`src/jsu_pkg.sv`:
```
`timescale 1ns / 1ps

package jsu_pkg;

	// Decoder phase, one-hot.
	typedef enum logic [3:0] {
		PH_IDLE = 4'b0001,
		PH_BODY = 4'b0010,
		PH_ESC  = 4'b0100,
		PH_HEX  = 4'b1000
	} phase_t;

	// Kind of one result word.
	typedef enum logic [1:0] {
		KIND_DATA = 2'd0,
		KIND_DONE = 2'd1,
		KIND_ERR  = 2'd2
	} kind_t;

	// All result words caused by one input word.
	typedef struct packed {
		kind_t           kind;
		logic [1:0]      count;
		logic [2:0][7:0] bytes;
	} group_t;

	// Hex digit decode result.
	typedef struct packed {
		logic       valid;
		logic [3:0] value;
	} hex_t;

	// Characters of interest.
	localparam logic [7:0] CH_QUOTE  = 8'h22;
	localparam logic [7:0] CH_BSLASH = 8'h5C;
	localparam logic [7:0] CH_SLASH  = 8'h2F;
	localparam logic [7:0] CH_B      = 8'h62;
	localparam logic [7:0] CH_F      = 8'h66;
	localparam logic [7:0] CH_N      = 8'h6E;
	localparam logic [7:0] CH_R      = 8'h72;
	localparam logic [7:0] CH_T      = 8'h74;
	localparam logic [7:0] CH_U      = 8'h75;

	// Decoded control bytes of the simple escapes.
	localparam logic [7:0] BS_BYTE = 8'h08;
	localparam logic [7:0] FF_BYTE = 8'h0C;
	localparam logic [7:0] LF_BYTE = 8'h0A;
	localparam logic [7:0] CR_BYTE = 8'h0D;
	localparam logic [7:0] HT_BYTE = 8'h09;

	// Bytes that may not appear raw inside a string.
	localparam logic [7:0] CTRL_MAX = 8'h1F;
	localparam logic [7:0] DEL_BYTE = 8'h7F;

	// Decode one ASCII hex digit, either case.
	function automatic hex_t hex_value(input logic [7:0] c);
		hex_t h;
		h = '0;
		if (c inside {[8'h30:8'h39]}) begin
			h.valid = 1'b1;
			h.value = 4'(c - 8'h30);
		end else if (c inside {[8'h41:8'h46]}) begin
			h.valid = 1'b1;
			h.value = 4'(c - 8'h37);
		end else if (c inside {[8'h61:8'h66]}) begin
			h.valid = 1'b1;
			h.value = 4'(c - 8'h57);
		end
		return h;
	endfunction

endpackage

```
`src/jsu_ifs.sv`:
```
`timescale 1ns / 1ps

// Input channel: one raw text byte per word.
interface jsu_in_if;
	logic       valid;
	logic       ready;
	logic [7:0] in_byte;
	logic       end_of_input;

	modport source (output valid, output in_byte, output end_of_input, input ready);
	modport sink (input valid, input in_byte, input end_of_input, output ready);
endinterface

// Output channel: one decoded result per word.
interface jsu_out_if;
	logic       valid;
	logic       ready;
	logic [1:0] kind;
	logic [7:0] out_byte;
	logic       last;

	modport source (output valid, output kind, output out_byte, output last, input ready);
	modport sink (input valid, input kind, input out_byte, input last, output ready);
endinterface

```
`src/json_string_unescaper_top.sv`:
```
// A result group enters the registered result queue when the input word that causes it is taken.
// Throughput: one input word per cycle while the two-group result queue has room.
// A \u escape that ends in a two- or three-byte UTF-8 sequence holds the queue head for two
// or three output words; the queue takes one more result group meanwhile, then the input stalls
// until the long group is gone. Ready depends only on the queue fill count.
// Reset (arst_n low, asynchronous): idle, awaiting the opening quote, result queue empty.
`timescale 1ns / 1ps

module json_string_unescaper_top (
	input logic clk,
	input logic arst_n,
	jsu_in_if.sink    in_ch,
	jsu_out_if.source out_ch
);
	import jsu_pkg::*;

	localparam int unsigned QDEPTH = 2;

	// Decoder state.
	phase_t      phase_q, phase_d;
	logic [1:0]  left_q, left_d;
	logic [15:0] cp_q, cp_d;

	// Result group queue.
	group_t      grp_q [QDEPTH];
	group_t      grp_d;
	logic        push_d;
	logic        wr_ptr_q, rd_ptr_q;
	logic [1:0]  cnt_q;
	logic [1:0]  idx_q;

	logic        in_acc, out_acc, pop;
	group_t      head;
	hex_t        hv;
	logic [15:0] cp_new;

	assign in_acc = in_ch.valid && in_ch.ready;
	assign hv     = hex_value(in_ch.in_byte);
	assign cp_new = cp_q | ({12'b0, hv.value} << {left_q, 2'b00});

	// Decode one input byte into the next state and a result group.
	always_comb begin
		phase_d = phase_q;
		left_d  = left_q;
		cp_d    = cp_q;
		push_d  = 1'b0;
		grp_d   = '0;
		grp_d.kind  = KIND_DATA;
		grp_d.count = 2'd1;
		if (in_ch.end_of_input) begin
			phase_d = PH_IDLE;
			left_d  = '0;
			cp_d    = '0;
			push_d  = 1'b1;
			grp_d.kind = KIND_ERR;
		end else begin
			case (phase_q)
				PH_IDLE: begin
					if (in_ch.in_byte == CH_QUOTE) begin
						phase_d = PH_BODY;
					end else begin
						push_d     = 1'b1;
						grp_d.kind = KIND_ERR;
					end
				end
				PH_BODY: begin
					if (in_ch.in_byte == CH_QUOTE) begin
						phase_d    = PH_IDLE;
						push_d     = 1'b1;
						grp_d.kind = KIND_DONE;
					end else if (in_ch.in_byte == CH_BSLASH) begin
						phase_d = PH_ESC;
					end else if (in_ch.in_byte <= CTRL_MAX || in_ch.in_byte == DEL_BYTE) begin
						phase_d    = PH_IDLE;
						push_d     = 1'b1;
						grp_d.kind = KIND_ERR;
					end else begin
						push_d         = 1'b1;
						grp_d.bytes[0] = in_ch.in_byte;
					end
				end
				PH_ESC: begin
					phase_d = PH_BODY;
					push_d  = 1'b1;
					case (in_ch.in_byte)
						CH_QUOTE, CH_BSLASH, CH_SLASH: grp_d.bytes[0] = in_ch.in_byte;
						CH_B: grp_d.bytes[0] = BS_BYTE;
						CH_F: grp_d.bytes[0] = FF_BYTE;
						CH_N: grp_d.bytes[0] = LF_BYTE;
						CH_R: grp_d.bytes[0] = CR_BYTE;
						CH_T: grp_d.bytes[0] = HT_BYTE;
						CH_U: begin
							phase_d = PH_HEX;
							left_d  = 2'd3;
							cp_d    = '0;
							push_d  = 1'b0;
						end
						default: begin
							phase_d    = PH_IDLE;
							left_d     = '0;
							cp_d       = '0;
							grp_d.kind = KIND_ERR;
						end
					endcase
				end
				PH_HEX: begin
					if (!hv.valid) begin
						phase_d    = PH_IDLE;
						left_d     = '0;
						cp_d       = '0;
						push_d     = 1'b1;
						grp_d.kind = KIND_ERR;
					end else if (left_q != 2'd0) begin
						left_d = left_q - 2'd1;
						cp_d   = cp_new;
					end else begin
						// Last digit: emit the code point as UTF-8.
						phase_d = PH_BODY;
						cp_d    = '0;
						push_d  = 1'b1;
						if (cp_new[15:7] == '0) begin
							grp_d.bytes[0] = cp_new[7:0];
						end else if (cp_new[15:11] == '0) begin
							grp_d.count    = 2'd2;
							grp_d.bytes[0] = {3'b110, cp_new[10:6]};
							grp_d.bytes[1] = {2'b10, cp_new[5:0]};
						end else begin
							grp_d.count    = 2'd3;
							grp_d.bytes[0] = {4'b1110, cp_new[15:12]};
							grp_d.bytes[1] = {2'b10, cp_new[11:6]};
							grp_d.bytes[2] = {2'b10, cp_new[5:0]};
						end
					end
				end
				default: begin
					phase_d    = PH_IDLE;
					left_d     = '0;
					cp_d       = '0;
					push_d     = 1'b1;
					grp_d.kind = KIND_ERR;
				end
			endcase
		end
	end

	// Decoder state registers.
	always_ff @(posedge clk or negedge arst_n) begin
		if (!arst_n) begin
			phase_q <= PH_IDLE;
			left_q  <= '0;
			cp_q    <= '0;
		end else if (in_acc) begin
			phase_q <= phase_d;
			left_q  <= left_d;
			cp_q    <= cp_d;
		end
	end

	// Output side: read the head group one word at a time.
	assign head            = grp_q[rd_ptr_q];
	assign in_ch.ready     = cnt_q != 2'(QDEPTH);
	assign out_ch.valid    = cnt_q != 2'd0;
	assign out_ch.kind     = head.kind;
	assign out_ch.out_byte = (head.kind == KIND_DATA) ? head.bytes[idx_q] : 8'h00;
	assign out_ch.last     = idx_q == (head.count - 2'd1);
	assign out_acc         = out_ch.valid && out_ch.ready;
	assign pop             = out_acc && out_ch.last;

	// Queue payload.
	always_ff @(posedge clk) begin
		if (in_acc && push_d) begin
			grp_q[wr_ptr_q] <= grp_d;
		end
	end

	// Queue control.
	always_ff @(posedge clk or negedge arst_n) begin
		if (!arst_n) begin
			wr_ptr_q <= 1'b0;
			rd_ptr_q <= 1'b0;
			cnt_q    <= '0;
			idx_q    <= '0;
		end else begin
			if (in_acc && push_d) begin
				wr_ptr_q <= ~wr_ptr_q;
			end
			if (pop) begin
				rd_ptr_q <= ~rd_ptr_q;
			end
			cnt_q <= cnt_q + 2'(in_acc && push_d) - 2'(pop);
			if (out_acc) begin
				idx_q <= out_ch.last ? 2'd0 : idx_q + 2'd1;
			end
		end
	end

	// The queue never overflows.
	a_cnt_bound: assert property (@(posedge clk) disable iff (!arst_n)
		cnt_q <= 2'(QDEPTH))
		else $error("result queue count out of range");

	// The word index stays inside the head group.
	a_idx_bound: assert property (@(posedge clk) disable iff (!arst_n)
		out_ch.valid |-> (idx_q < head.count && head.count != 2'd0))
		else $error("word index beyond head group");

	// The partial code point is clear outside the hex digits.
	a_cp_clear: assert property (@(posedge clk) disable iff (!arst_n)
		phase_q != PH_HEX |-> cp_q == '0)
		else $error("stale code point outside hex phase");

	// Only data words carry multi-word groups.
	a_multi_data: assert property (@(posedge clk) disable iff (!arst_n)
		(out_ch.valid && head.count != 2'd1) |-> head.kind == KIND_DATA)
		else $error("multi-word group with non-data kind");

endmodule
```
`src/flat_wrapper.sv`:
```
// flat-port wrapper written by rule: the top's interface ports become plain ports
module json_string_unescaper_top_flat import jsu_pkg::*;
  (clk, arst_n, in_ch_valid, in_ch_in_byte, in_ch_end_of_input, in_ch_ready, out_ch_valid, out_ch_kind, out_ch_out_byte, out_ch_last, out_ch_ready);
  jsu_in_if in_ch_i ();
  jsu_out_if out_ch_i ();
  input logic clk;
  input logic arst_n;
  input wire logic [$bits(in_ch_i.valid)-1:0] in_ch_valid;
  input wire logic [$bits(in_ch_i.in_byte)-1:0] in_ch_in_byte;
  input wire logic [$bits(in_ch_i.end_of_input)-1:0] in_ch_end_of_input;
  output wire logic [$bits(in_ch_i.ready)-1:0] in_ch_ready;
  output wire logic [$bits(out_ch_i.valid)-1:0] out_ch_valid;
  output wire logic [$bits(out_ch_i.kind)-1:0] out_ch_kind;
  output wire logic [$bits(out_ch_i.out_byte)-1:0] out_ch_out_byte;
  output wire logic [$bits(out_ch_i.last)-1:0] out_ch_last;
  input wire logic [$bits(out_ch_i.ready)-1:0] out_ch_ready;
  assign in_ch_i.valid = in_ch_valid;
  assign in_ch_i.in_byte = in_ch_in_byte;
  assign in_ch_i.end_of_input = in_ch_end_of_input;
  assign in_ch_ready = in_ch_i.ready;
  assign out_ch_valid = out_ch_i.valid;
  assign out_ch_kind = out_ch_i.kind;
  assign out_ch_out_byte = out_ch_i.out_byte;
  assign out_ch_last = out_ch_i.last;
  assign out_ch_i.ready = out_ch_ready;
  json_string_unescaper_top u_core (.clk(clk), .arst_n(arst_n), .in_ch(in_ch_i), .out_ch(out_ch_i));
endmodule
```
`config.mk`:
```
export PLATFORM = sky130hd
export DESIGN_NAME = json_string_unescaper_top_flat
export DESIGN_NICKNAME = d
export VERILOG_FILES = /design/src/jsu_pkg.sv /design/src/jsu_ifs.sv /design/src/json_string_unescaper_top.sv /design/src/flat_wrapper.sv
export SDC_FILE = /design/constraint.sdc
export NUM_CORES = 1
export LEC_CHECK = 0
export BUFFER_PORTS_ARGS = -buffer_cell sky130_fd_sc_hd__buf_4
export CORE_UTILIZATION = 45
export DETAILED_ROUTE_END_ITERATION = 10
export PLACE_DENSITY = 0.7
export RECOVER_POWER = 25
export SLEW_MARGIN = 20
export SYNTH_ARGS = -nofsm -noshare
export SYNTH_HDL_FRONTEND = slang
export SYNTH_SLANG_ARGS = --single-unit
```
`constraint.sdc`:
```
create_clock -name clk -period 11.3 [get_ports clk]
set_clock_uncertainty 0.1 [all_clocks]
set_input_delay 0.565 -clock clk [delete_from_list [all_inputs] [get_ports clk]]
set_output_delay 0.565 -clock clk [all_outputs]
set_load 0.02 [all_outputs]
```
==> metrics.md, run 1 <==
| Metric | Value |
|---|---|
| Clock sinks | `78` |
| Hold path cells | `2` |
| Hold path endpoint | `u_core.cp_q[13]$_DFFE_PN0P_` |
| CTS H-tree lvls | `3` |
| P_int | `0.5773 mW` |
| Leak pwr | `1.869 nW` |
| CORE AREA | `9415 um^2` |
| Post-synth ARST share | `35.90%` |
| Hold Crit Class | `reg2reg` |
| Worst-path clk slew | `90 ps` |
| Syn nets | `445` |
| Mean post-synth cell area | `10.50 um^2` |
| Post-route ant nets | `0` |
| DR WL/cell | `18.20 um` |
| Crit Path Max Fanout | `25` |
| Dominant synthesized flop cell | `edfxtp_1` |
| Layout area overhead | `9.585%` |
| Worst EP required | `11180 ps` |
| Post-synthesis sequential area ratio | `49.36%` |
| First-pass GRT wire length | `17.07 mm` |
| Post-synth EDFFs | `50` |
| Yosys synthesis warning count | `0` |
| Die Wd | `101.6 um` |
| Antenna Cells | `0` |
| # fillers | `865` |
| Seq cells post-synth | `78` |
| Vias | `3475` |
| # DRC | `0` |
| CTS tree | `done` |
| Initial drt markers | `328` |
| RSZ-0062 raised after global routing | `false` |
| Pwr dens | `182.3 nW/um^2` |
| Total power | `0.8921 mW` |
| Slew HR | `-6.278%` |
| R2r endpoint | `u_core.grp_q[1][3]$_DFFE_PP_` |
| Port bufs | `25` |
| R2R Setup Slk | `8070 ps` |
| Hpwl dp | `7.643 mm` |
| Logic pwr share | `31.0%` |
| Crit path kind | `in2reg` |
| Post-CTS Setup Inserts | `0` |
| Resize count post-CTS | `0` |
| Fmax | `269.5 MHz` |
| Cell variety after synth | `75` |
| Max clock buf depth | `2` |
| Failing checks | `max-capacitance violations, max-slew violations` |
| Maxcap violations | `1` |
| Hold Vio Cnt, Final | `0` |
| Met2 wire length | `4.880 mm` |
| R2R Path Start | `u_core.phase_q[2]$_DFFE_PN0P_` |
| Initial antenna violation count | `0` |
| Synthesized area | `4464 um^2` |
| CTS Buf Count | `9` |
| HP Start | `u_core.cp_q[13]$_DFFE_PN0P_` |
| Gr ovfl total | `0` |
| Cell count after synthesis | `425` |
| Startpoint types | `input pin` |
| Share of cells above drive strength 1 | `16.22%` |
| Final nets | `459` |
| Non-filler instance count after layout | `573` |
| Tmin final | `3711 ps` |
| Psw | `0.3148 mW` |
| Largest net degree at the start of global routing | `29` |
| Crit path arrival time | `3600 ps` |
| Final worst-path cycle share | `32.84%` |
| First-pass detailed-route iteration total | `5` |
| Sequential Power Share | `47.1%` |
| CTS root buffer | `clkbuf_8` |
| Final WL | `10.43 mm` |
| Post-DR vias/cell | `6.065` |
| Setup violations, final | `0` |
| Chip height | `101.6 um` |
| Worst VDD drop | `84.55 uV` |
| Wl on met1 | `4.817 mm` |
| Switching portion of total power | `35.29%` |
| Tot GR Track Use | `21.74%` |
| Clock latency on the worst-skew pair | `350 ps` |
| Hold buffer count at CTS | `0` |
| Final core occ | `51.96%` |
| Metal3 WL | `604 um` |
| Pins Over Slew Limit | `29` |
| IO Count | `26` |
| Outcome | `finished with violations` |
| Worst Reg-to-Reg Cells | `6` |
| Top sig layer | `met4` |
| CP Capture Type | `flop` |
| Die area | `10320 um^2` |
| Setup TNS Final | `0 ps` |
| Worst-margin pin slew | `1594 ps` |
| Vias in the first global route | `3322` |
| Row Count | `35` |
| GP Congestion | `0.9404` |
| Dpl cells | `557` |
| Clock power frac | `22.0%` |
| Starting Density | `47.42%` |
-- critical path, stage by stage --
cell and delay, ps:
clkbuf_1 190, inv_1 140, ha_1 300, nor4b_1 410
nor3b_1 130, a221oi_1 270, clkbuf_1 450, o21ai_0 140
a41oi_1 380, and2_2 610
-- cell usage in the layout (no fill, tap or decap), types with 5 or more instances in the layout --
cell | synthesis | layout
dfrtp_1 | 27 | 27
a22oi_1 | 6 | 6
mux2i_1 | 6 | 6
clkbuf_8 | 0 | 9
ha_1 | 7 | 7
o21ai_0 | 12 | 12
a21oi_1 | 31 | 31
nand3_1 | 10 | 10
nor3_1 | 7 | 7
inv_1 | 12 | 12
mux4_2 | 7 | 7
xnor2_1 | 5 | 5
mux2_2 | 12 | 11
nor3b_1 | 5 | 5
and2_1 | 7 | 6
nor2_1 | 59 | 59
buf_4 | 0 | 22
clkbuf_1 | 17 | 6
edfxtp_1 | 50 | 50
a31oi_1 | 13 | 13
nand2_1 | 25 | 25
-- stage by stage --
step | area [um^2] | hold slack, ps | worst slack, ps
4_1_cts | 4920 | 21.29 | 7692
2_1_floorplan | 4464 | 169.4 | 7400
6_report | 4892 | 409.2 | 7589
5_1_grt | 4892 | 431.2 | 7199
3_3_place_gp | 4735 | 383.3 | 7493
3_5_place_dp | 4735 | 392.0 | 7325
-- registers in the layout (all words and copies together), names as in the netlist --
signal	cells
u_core.cp_q	16
u_core.grp_q	50
u_core.idx_q	2
u_core.phase_q	4
u_core.left_q	2
u_core.rd_ptr_q	1
u_core.cnt_q	2
u_core.wr_ptr_q	1
-- synthesized netlist by cell type, types with 4 or more instances --
cell | n | area share, %
a21o_1 | 4 | 0.67
a21oi_1 | 31 | 3.5
a22oi_1 | 6 | 1.0
a31oi_1 | 13 | 1.8
a32o_1 | 4 | 0.90
and2_1 | 7 | 0.98
and3_1 | 4 | 0.56
buf_2 | 7 | 0.78
clkbuf_1 | 17 | 1.4
dfrtp_1 | 27 | 15
edfxtp_1 | 50 | 34
ha_1 | 7 | 2.0
inv_1 | 12 | 1.0
mux2_2 | 12 | 3.0
mux2i_1 | 6 | 1.3
mux4_2 | 7 | 3.5
nand2_1 | 25 | 2.1
nand2b_1 | 4 | 0.56
nand3_1 | 10 | 1.1
nand4_1 | 4 | 0.56
nor2_1 | 59 | 5.0
nor3_1 | 7 | 0.78
nor3b_1 | 5 | 0.84
o211ai_1 | 4 | 0.67
o21ai_0 | 12 | 1.3
xnor2_1 | 5 | 0.98
-- worst max path at each step --
stage               slack, ps              from  depth (start not counted)                             to
finish                   7590  in_ch_in_byte[0]                         10   u_core.grp_q[1][3]$_DFFE_PP_
global route             7200  in_ch_in_byte[0]                         10   u_core.grp_q[1][3]$_DFFE_PP_
CTS                      7690  in_ch_in_byte[1]                         10   u_core.grp_q[1][3]$_DFFE_PP_
detailed placement       7330  in_ch_in_byte[1]                         10   u_core.grp_q[1][2]$_DFFE_PP_
global placement         7490  in_ch_in_byte[1]                         10  u_core.grp_q[1][16]$_DFFE_PP_
floorplan                7400  in_ch_in_byte[1]                          9   u_core.grp_q[0][0]$_DFFE_PP_
-- power groups by stage --
stage,Sequential (mW),Clock [mW],Combinational [mW]
detailed placement,0.429,0,0.283
global route,0.428,0.210,0.304
CTS,0.422,0.200,0.284
finish,0.420,0.196,0.276
global placement,0.425,0,0.278
floorplan,0.389,0,0.234
-- cells by family (layout without fill, tap and decap cells) --
kind of cell	count (synthesis)	in the layout	synth area share [%]
adder cells (fa/ha/maj)	7	7	1.962
multiplexers	27	27	8.408
buffers and inverters	40	59	3.727
AO/OA/AOI/OAI	109	109	16.51
flip-flops	78	78	49.36
XOR/XNOR	8	8	1.570
AND/OR/NAND/NOR	156	156	18.47
-- per-layer routing --
layer / up-vias / global-route usage [%]
li1: 1645 / -
met1: 1699 / 30.47
met2: 117 / 35.03
met3: 14 / 3.865
met4: 0 / 5.463
met5: - / 0
-- cell type report --
type	instances	area, um^2	share of cell area (%)
Clock buffer	9	123.9	2.532
Tap cell	129	161.4	3.299
Timing Repair Buffer	28	187.7	3.836
Inverter	15	56.30	1.151
Clock inverter	7	61.31	1.253
Sequential cell	78	2203	45.04
Multi-Input combinational cell	307	2098	42.89
Note: power is estimated with default switching activity, not from simulation.
==> inputs of run 2 (changes only) <==
Settings changed: PLACE_DENSITY 0.7 to 0.72.
Clock period 11.3 ns to 3.1 ns, I/O delays scaled along.
==> run 2 against run 1 <==
Compared with the run above: the run still ends with max-capacitance violations, max-slew violations left; core utilization up 2.2 points; sequential power grew to 3.5 times the previous value; clock power grew to 3.7 times the previous value; routed wire length is 0.25% lower; register-to-register slack got worse by 7800 ps; count of clock-buffer cells in the layout grew 1; largest cell class unchanged.
==> metrics.md, run 2 (synthesis gave the netlist of run 1 again) <==
| Metric | Value |
|---|---|
| Worst-margin pin slew | `1662 ps` |
| IO Count | `26` |
| Row Count | `35` |
| CTS tree | `done` |
| # fillers | `843` |
| DR WL/cell | `17.54 um` |
| Outcome | `finished with violations` |
| Die area | `10320 um^2` |
| Vias in the first global route | `3371` |
| Initial antenna violation count | `0` |
| Fmax | `343.0 MHz` |
| Startpoint types | `input pin` |
| Post-route ant nets | `0` |
| Most frequent cells in the layout | `nor2_1, edfxtp_1, buf_4, a21oi_1, dfrtp_1` |
| Clock power frac | `22.0%` |
| Crit path top cell by count | `buf_4` |
| Die Wd | `101.6 um` |
| Logic pwr share | `33.8%` |
| Clock latency on the worst-skew pair | `340 ps` |
| Footprint of the multi-input gates | `2110 um^2` |
| First-pass GRT wire length | `16.95 mm` |
| Worst path slowest cell | `o32ai_1` |
| Dpl cells | `576` |
| Setup violations, final | `0` |
| RSZ-0062 raised after global routing | `false` |
| Crit path kind | `in2reg` |
| Post-DR vias/cell | `6.042` |
| Share of cells above drive strength 1 | `19.40%` |
| Hpwl dp | `7.772 mm` |
| Commonest non-fill, non-tap cell in the layout | `nor2_1` |
| Initial drt markers | `289` |
| Pwr dens | `652.3 nW/um^2` |
| P_int | `2.221 mW` |
| CP Cell Sequence | `buf_4, inv_1, ha_1, nor4b_2, nor3b_1, a221o_1, a311o_1, nor4bb_2, buf_4, a211oi_1, o32ai_1` |
| Hold path cells | `3` |
| CTS Buf Count | `9` |
| Antenna Cells | `0` |
| Worst Reg-to-Reg Cells | `7` |
| Final worst-path cycle share | `94.04%` |
| Worst EP required | `3070 ps` |
| Non-filler instance count after layout | `593` |
| Layout area overhead | `14.13%` |
| Register area | `2203 um^2` |
| Final nets | `479` |
| # DRC | `0` |
| Port bufs | `25` |
| Tot GR Track Use | `21.67%` |
| Gr ovfl total | `0` |
| Max reg flops | `50` |
| Tmin final | `2915 ps` |
| Leak pwr | `1.994 nW` |
| Crit Path Max Fanout | `16` |
| CTS H-tree lvls | `3` |
| Sequential Power Share | `44.2%` |
| Max clock buf depth | `2` |
| Hold Vio Cnt, Final | `0` |
| Slew HR | `-10.79%` |
| Worst VDD drop | `294.8 uV` |
| Final WL | `10.40 mm` |
| Worst-path clk slew | `80 ps` |
| Switching portion of total power | `33.17%` |
| Hold Crit Class | `in2reg` |
| Crit path arrival time | `2880 ps` |
| Final core occ | `54.11%` |
| Chip height | `101.6 um` |
| CP Capture Type | `flop` |
| Largest net degree at the start of global routing | `29` |
| Top reg by flops | `u_core.grp_q` |
| Starting Density | `47.42%` |
| Failing checks | `max-capacitance violations, max-slew violations` |
| Pins Over Slew Limit | `29` |
| First-pass detailed-route iteration total | `5` |
| Vias | `3583` |
| Psw | `1.102 mW` |
| Crit-path max cell delay | `460 ps` |
| Maxcap violations | `1` |
| Biggest regs | `u_core.grp_q (50), u_core.cp_q (16), u_core.phase_q (4)` |
| CORE AREA | `9415 um^2` |
| Clock sinks | `78` |
| CTS root buffer | `clkbuf_8` |
| GP Congestion | `0.9891` |
[run 2: cell count changes in the layout (fill, tap and decap cells not counted), moves of 2 or more]
cell        change
clkinv_2        +3
clkbuf_1        +2
buf_4          +15
inv_6           -2
clkinvlp_4      -2
buf_12          +3
[run 2: worst paths after layout]
kind,start,endpoint,slack (ps)
min in group asynchronous,arst_n,u_core.cnt_q[0]$_DFF_PN0_,670
max in group asynchronous,arst_n,u_core.cp_q[7]$_DFFE_PN0P_,1260
worst min-delay path,out_ch_ready,u_core.idx_q[0]$_DFFE_PN0P_,100
worst max-delay path,in_ch_in_byte[1],u_core.grp_q[1][3]$_DFFE_PP_,180
worst max register to register,u_core.phase_q[0]$_DFFE_PN1P_,u_core.grp_q[1][0]$_DFFE_PP_,270
worst min register to register,u_core.cnt_q[1]$_DFF_PN0_,u_core.cnt_q[1]$_DFF_PN0_,400
[run 2: layout make-up]
class / instances / area share (%)
Sequential cell: 78 / 43.25
Clock inverter: 6 / 1.228
Tap cell: 129 / 3.168
Inverter: 15 / 1.105
Clock buffer: 10 / 2.505
Multi-Input combinational cell: 307 / 41.40
Timing Repair Buffer: 48 / 7.343
[run 2: power by group through the flow]
stage / sequential, mW / clock (mW) / combinational [mW]
5_1_grt: 1.49 / 0.786 / 1.24
4_1_cts: 1.47 / 0.750 / 1.18
3_3_place_gp: 1.48 / 0 / 1.16
3_5_place_dp: 1.49 / 0 / 1.17
6_report: 1.47 / 0.732 / 1.12
2_1_floorplan: 1.42 / 0 / 0.862
[run 2: repair_timing]
action | 4_1_cts | 5_1_grt
hold buffers | 1 | 0
setup buffers | 0 | 0
resized for setup | 0 | 0
endpoints found under the hold margin | 28 | 0
[run 2: stage by stage]
stage	power (mW)	instance area (um^2)	setup slack, ps	TNS (ps)	hold WS (ps)
after floorplan	2.277	4473	149.2	0	-240.6
after global placement	2.640	4921	84.15	0	1.481
after detailed placement	2.665	4921	-87.09	-174.2	-0.1122
after CTS	3.396	5121	272.1	0	86.10
after global routing	3.520	5095	66.10	0	117.2
final	3.323	5095	184.9	0	100.6
[run 2: routing by layer]
metal  global-route usage, %  vias to the layer above  wire [um]
li1                        -                     1683          -
met1                   30.50                     1748       4887
met5                       0                        -          0
met3                   4.624                       16        636
met4                   6.243                        0        140
met2                   33.78                      136       4741
[run 2: critical path, delay by kind of cell]
kind                       cells  cell delay, ps
and+or+nand+nor                3             650
buffers and inverters          3             450
AOI/OAI and AO/OA              4            1370
adders and majority gates      1             250
==> inputs of run 3 (changes only) <==
Settings changed: CORE_ASPECT_RATIO set to 1.5, CTS_BUF_LIST set to sky130_fd_sc_hd__clkbuf_8, SLEW_MARGIN 20 to 15.
==> run 3 against run 2 <==
Compared with the run above: the flow still finishes with violations (max-capacitance violations, max-slew violations); clock power up 1%; via count down 0.61%; register-to-register slack worse by 70 ps; critical path depth down 4; global-route usage up 0.21 points; sequential share of layout area down 0.13 points; final area up 0.29%; combinational power about the same; worst setup slack better by 17 ps.
==> metrics.md, run 3 (synthesis gave the netlist of run 1 again) <==
| Metric | Value |
|---|---|
| Worst path slowest cell | `or3b_2` |
| CP Cell Sequence | `or3b_2, a311oi_1, inv_1, and2_1, a41oi_1, nor2b_4, buf_12` |
| Gr ovfl total | `0` |
| P_int | `2.236 mW` |
| Crit Path Max Fanout | `25` |
| Hold Vio Cnt, Final | `0` |
| Layout area overhead | `14.46%` |
| Failing checks | `max-capacitance violations, max-slew violations` |
| Final worst-path cycle share | `93.50%` |
| Chip height | `124.0 um` |
| CP bufs+invs | `2` |
| Most frequent cells in the layout | `nor2_1, edfxtp_1, buf_4, a21oi_1, dfrtp_1` |
| Max clock buf depth | `2` |
| Switching portion of total power | `32.94%` |
| IO Count | `26` |
| # fillers | `877` |
| Tmin final | `2899 ps` |
| # DRC | `0` |
| Final WL | `10.78 mm` |
| CORE AREA | `9634 um^2` |
| CP Capture Type | `flop` |
| Post-route ant nets | `0` |
| Crit-path max cell delay | `510 ps` |
| Tot GR Track Use | `21.88%` |
| Startpoint types | `flop` |
| Share of cells above drive strength 1 | `20.26%` |
| Commonest non-fill, non-tap cell in the layout | `nor2_1` |
| Worst EP required | `3060 ps` |
| Maxcap violations | `1` |
| Initial antenna violation count | `0` |
| Die Wd | `83.33 um` |
| Vias in the first global route | `3540` |
| Fmax | `345.0 MHz` |
| Non-filler instance count after layout | `584` |
| Top delay family on crit path | `simple AND/OR/NAND/NOR gates` |
| GP Congestion | `0.9378` |
| Clock latency on the worst-skew pair | `350 ps` |
| Worst VDD drop | `472.4 uV` |
| Outcome | `finished with violations` |
| First-pass GRT wire length | `17.35 mm` |
| Row Count | `44` |
| Clock sinks | `78` |
| Initial drt markers | `254` |
| Setup TNS Final | `0 ps` |
| Setup violations, final | `0` |
| Hpwl dp | `8.258 mm` |
| Post-DR vias/cell | `6.098` |
| Leak pwr | `2.024 nW` |
| Pwr dens | `652.5 nW/um^2` |
| Starting Density | `46.34%` |
| Slew HR | `-5.911%` |
| DR WL/cell | `18.45 um` |
| Sequential Power Share | `44.2%` |
| Biggest regs | `u_core.grp_q (50), u_core.cp_q (16), u_core.phase_q (4)` |
| Clock power frac | `22.2%` |
| Crit path kind | `reg2reg` |
| CTS root buffer | `clkbuf_8` |
| Max reg flops | `50` |
| Top reg by flops | `u_core.grp_q` |
| Total power | `3.334 mW` |
| Antenna Cells | `0` |
| RSZ-0062 raised after global routing | `false` |
| Final nets | `484` |
| Dpl cells | `567` |
| Worst-margin pin slew | `1589 ps` |
| Psw | `1.098 mW` |
| Largest net degree at the start of global routing | `29` |
| Logic pwr share | `33.6%` |
| Hold buffer count at CTS | `1` |
| First-pass detailed-route iteration total | `5` |
| Worst-path clk slew | `80 ps` |
| CTS tree | `done` |
| Crit path arrival time | `2850 ps` |
| Resize count post-CTS | `0` |
| Port bufs | `25` |
| Hold Crit Class | `in2reg` |
| Post-CTS Setup Inserts | `0` |
| Die area | `10330 um^2` |
| CTS H-tree lvls | `3` |
| Vias | `3561` |
| Pins Over Slew Limit | `29` |
| CTS Buf Count | `9` |
==> run 3: changes by cell type in the layout (fill, tap and decap cells not counted) <==
cell      change
clkbuf_8      +1
buf_12        -1
clkinv_2      -1
inv_6         -1
buf_4         +7
inv_1         +2
clkbuf_1      -2
==> run 3: stage by stage <==
step	hold WS (ps)	setup slack, ps	instance area, um^2	util [%]
finish	92.26	201.5	5110	53.04
global route	122.8	63.54	5110	53.04
CTS	74.09	205.1	5132	53.27
detailed placement	4.883	-24.39	4928	51.16
global placement	-1.411	51.69	4928	51.16
floorplan	-240.6	149.2	4473	-
==> run 3: worst min-delay path, cell delays in order <==
cell and delay [ps]:
buf_4 110, nand2_1 100, mux2_2 150
==> run 3: power by group through the flow <==
stage / Sequential, mW / Combinational, mW / Clock [mW]
CTS: 1.48 / 1.17 / 0.764
floorplan: 1.42 / 0.862 / 0
detailed placement: 1.50 / 1.16 / 0
global route: 1.50 / 1.24 / 0.801
global placement: 1.49 / 1.14 / 0
finish: 1.47 / 1.12 / 0.742
==> run 3: per-layer routing <==
metal / global-route usage, % / wire length (um) / vias up / part of all wire (%)
met4: 16.59 / 611 / 0 / 5.7
met3: 3.579 / 391 / 37 / 3.6
met5: 0 / 0 / - / 0
met2: 38.83 / 5613 / 96 / 52
met1: 23.52 / 4159 / 1737 / 39
li1: - / - / 1691 / -
==> run 3: worst paths after layout <==
path	slack, ps	end	from	cells after the start
setup / recovery	200	u_core.grp_q[0][1]$_DFFE_PP_	u_core.phase_q[0]$_DFFE_PN1P_	7
hold / removal	90	u_core.idx_q[0]$_DFFE_PN0P_	out_ch_ready	3
hold reg to reg	390	u_core.cnt_q[1]$_DFF_PN0_	u_core.cnt_q[1]$_DFF_PN0_	1
min in group asynchronous	630	u_core.cnt_q[0]$_DFF_PN0_	arst_n	2
max in group asynchronous	1340	u_core.cp_q[15]$_DFFE_PN0P_	arst_n	2
setup reg to reg	200	u_core.grp_q[0][1]$_DFFE_PP_	u_core.phase_q[0]$_DFFE_PN1P_	7
==> run 3: cell type report <==
class / instances / area [um^2] / share of cell area [%]
Sequential cell: 78 / 2203 / 43.12
Tap cell: 115 / 143.9 / 2.816
Clock inverter: 6 / 56.30 / 1.102
Inverter: 15 / 56.30 / 1.102
Timing Repair Buffer: 53 / 402.9 / 7.884
Multi-Input combinational cell: 307 / 2110 / 41.28
Clock buffer: 10 / 137.6 / 2.693
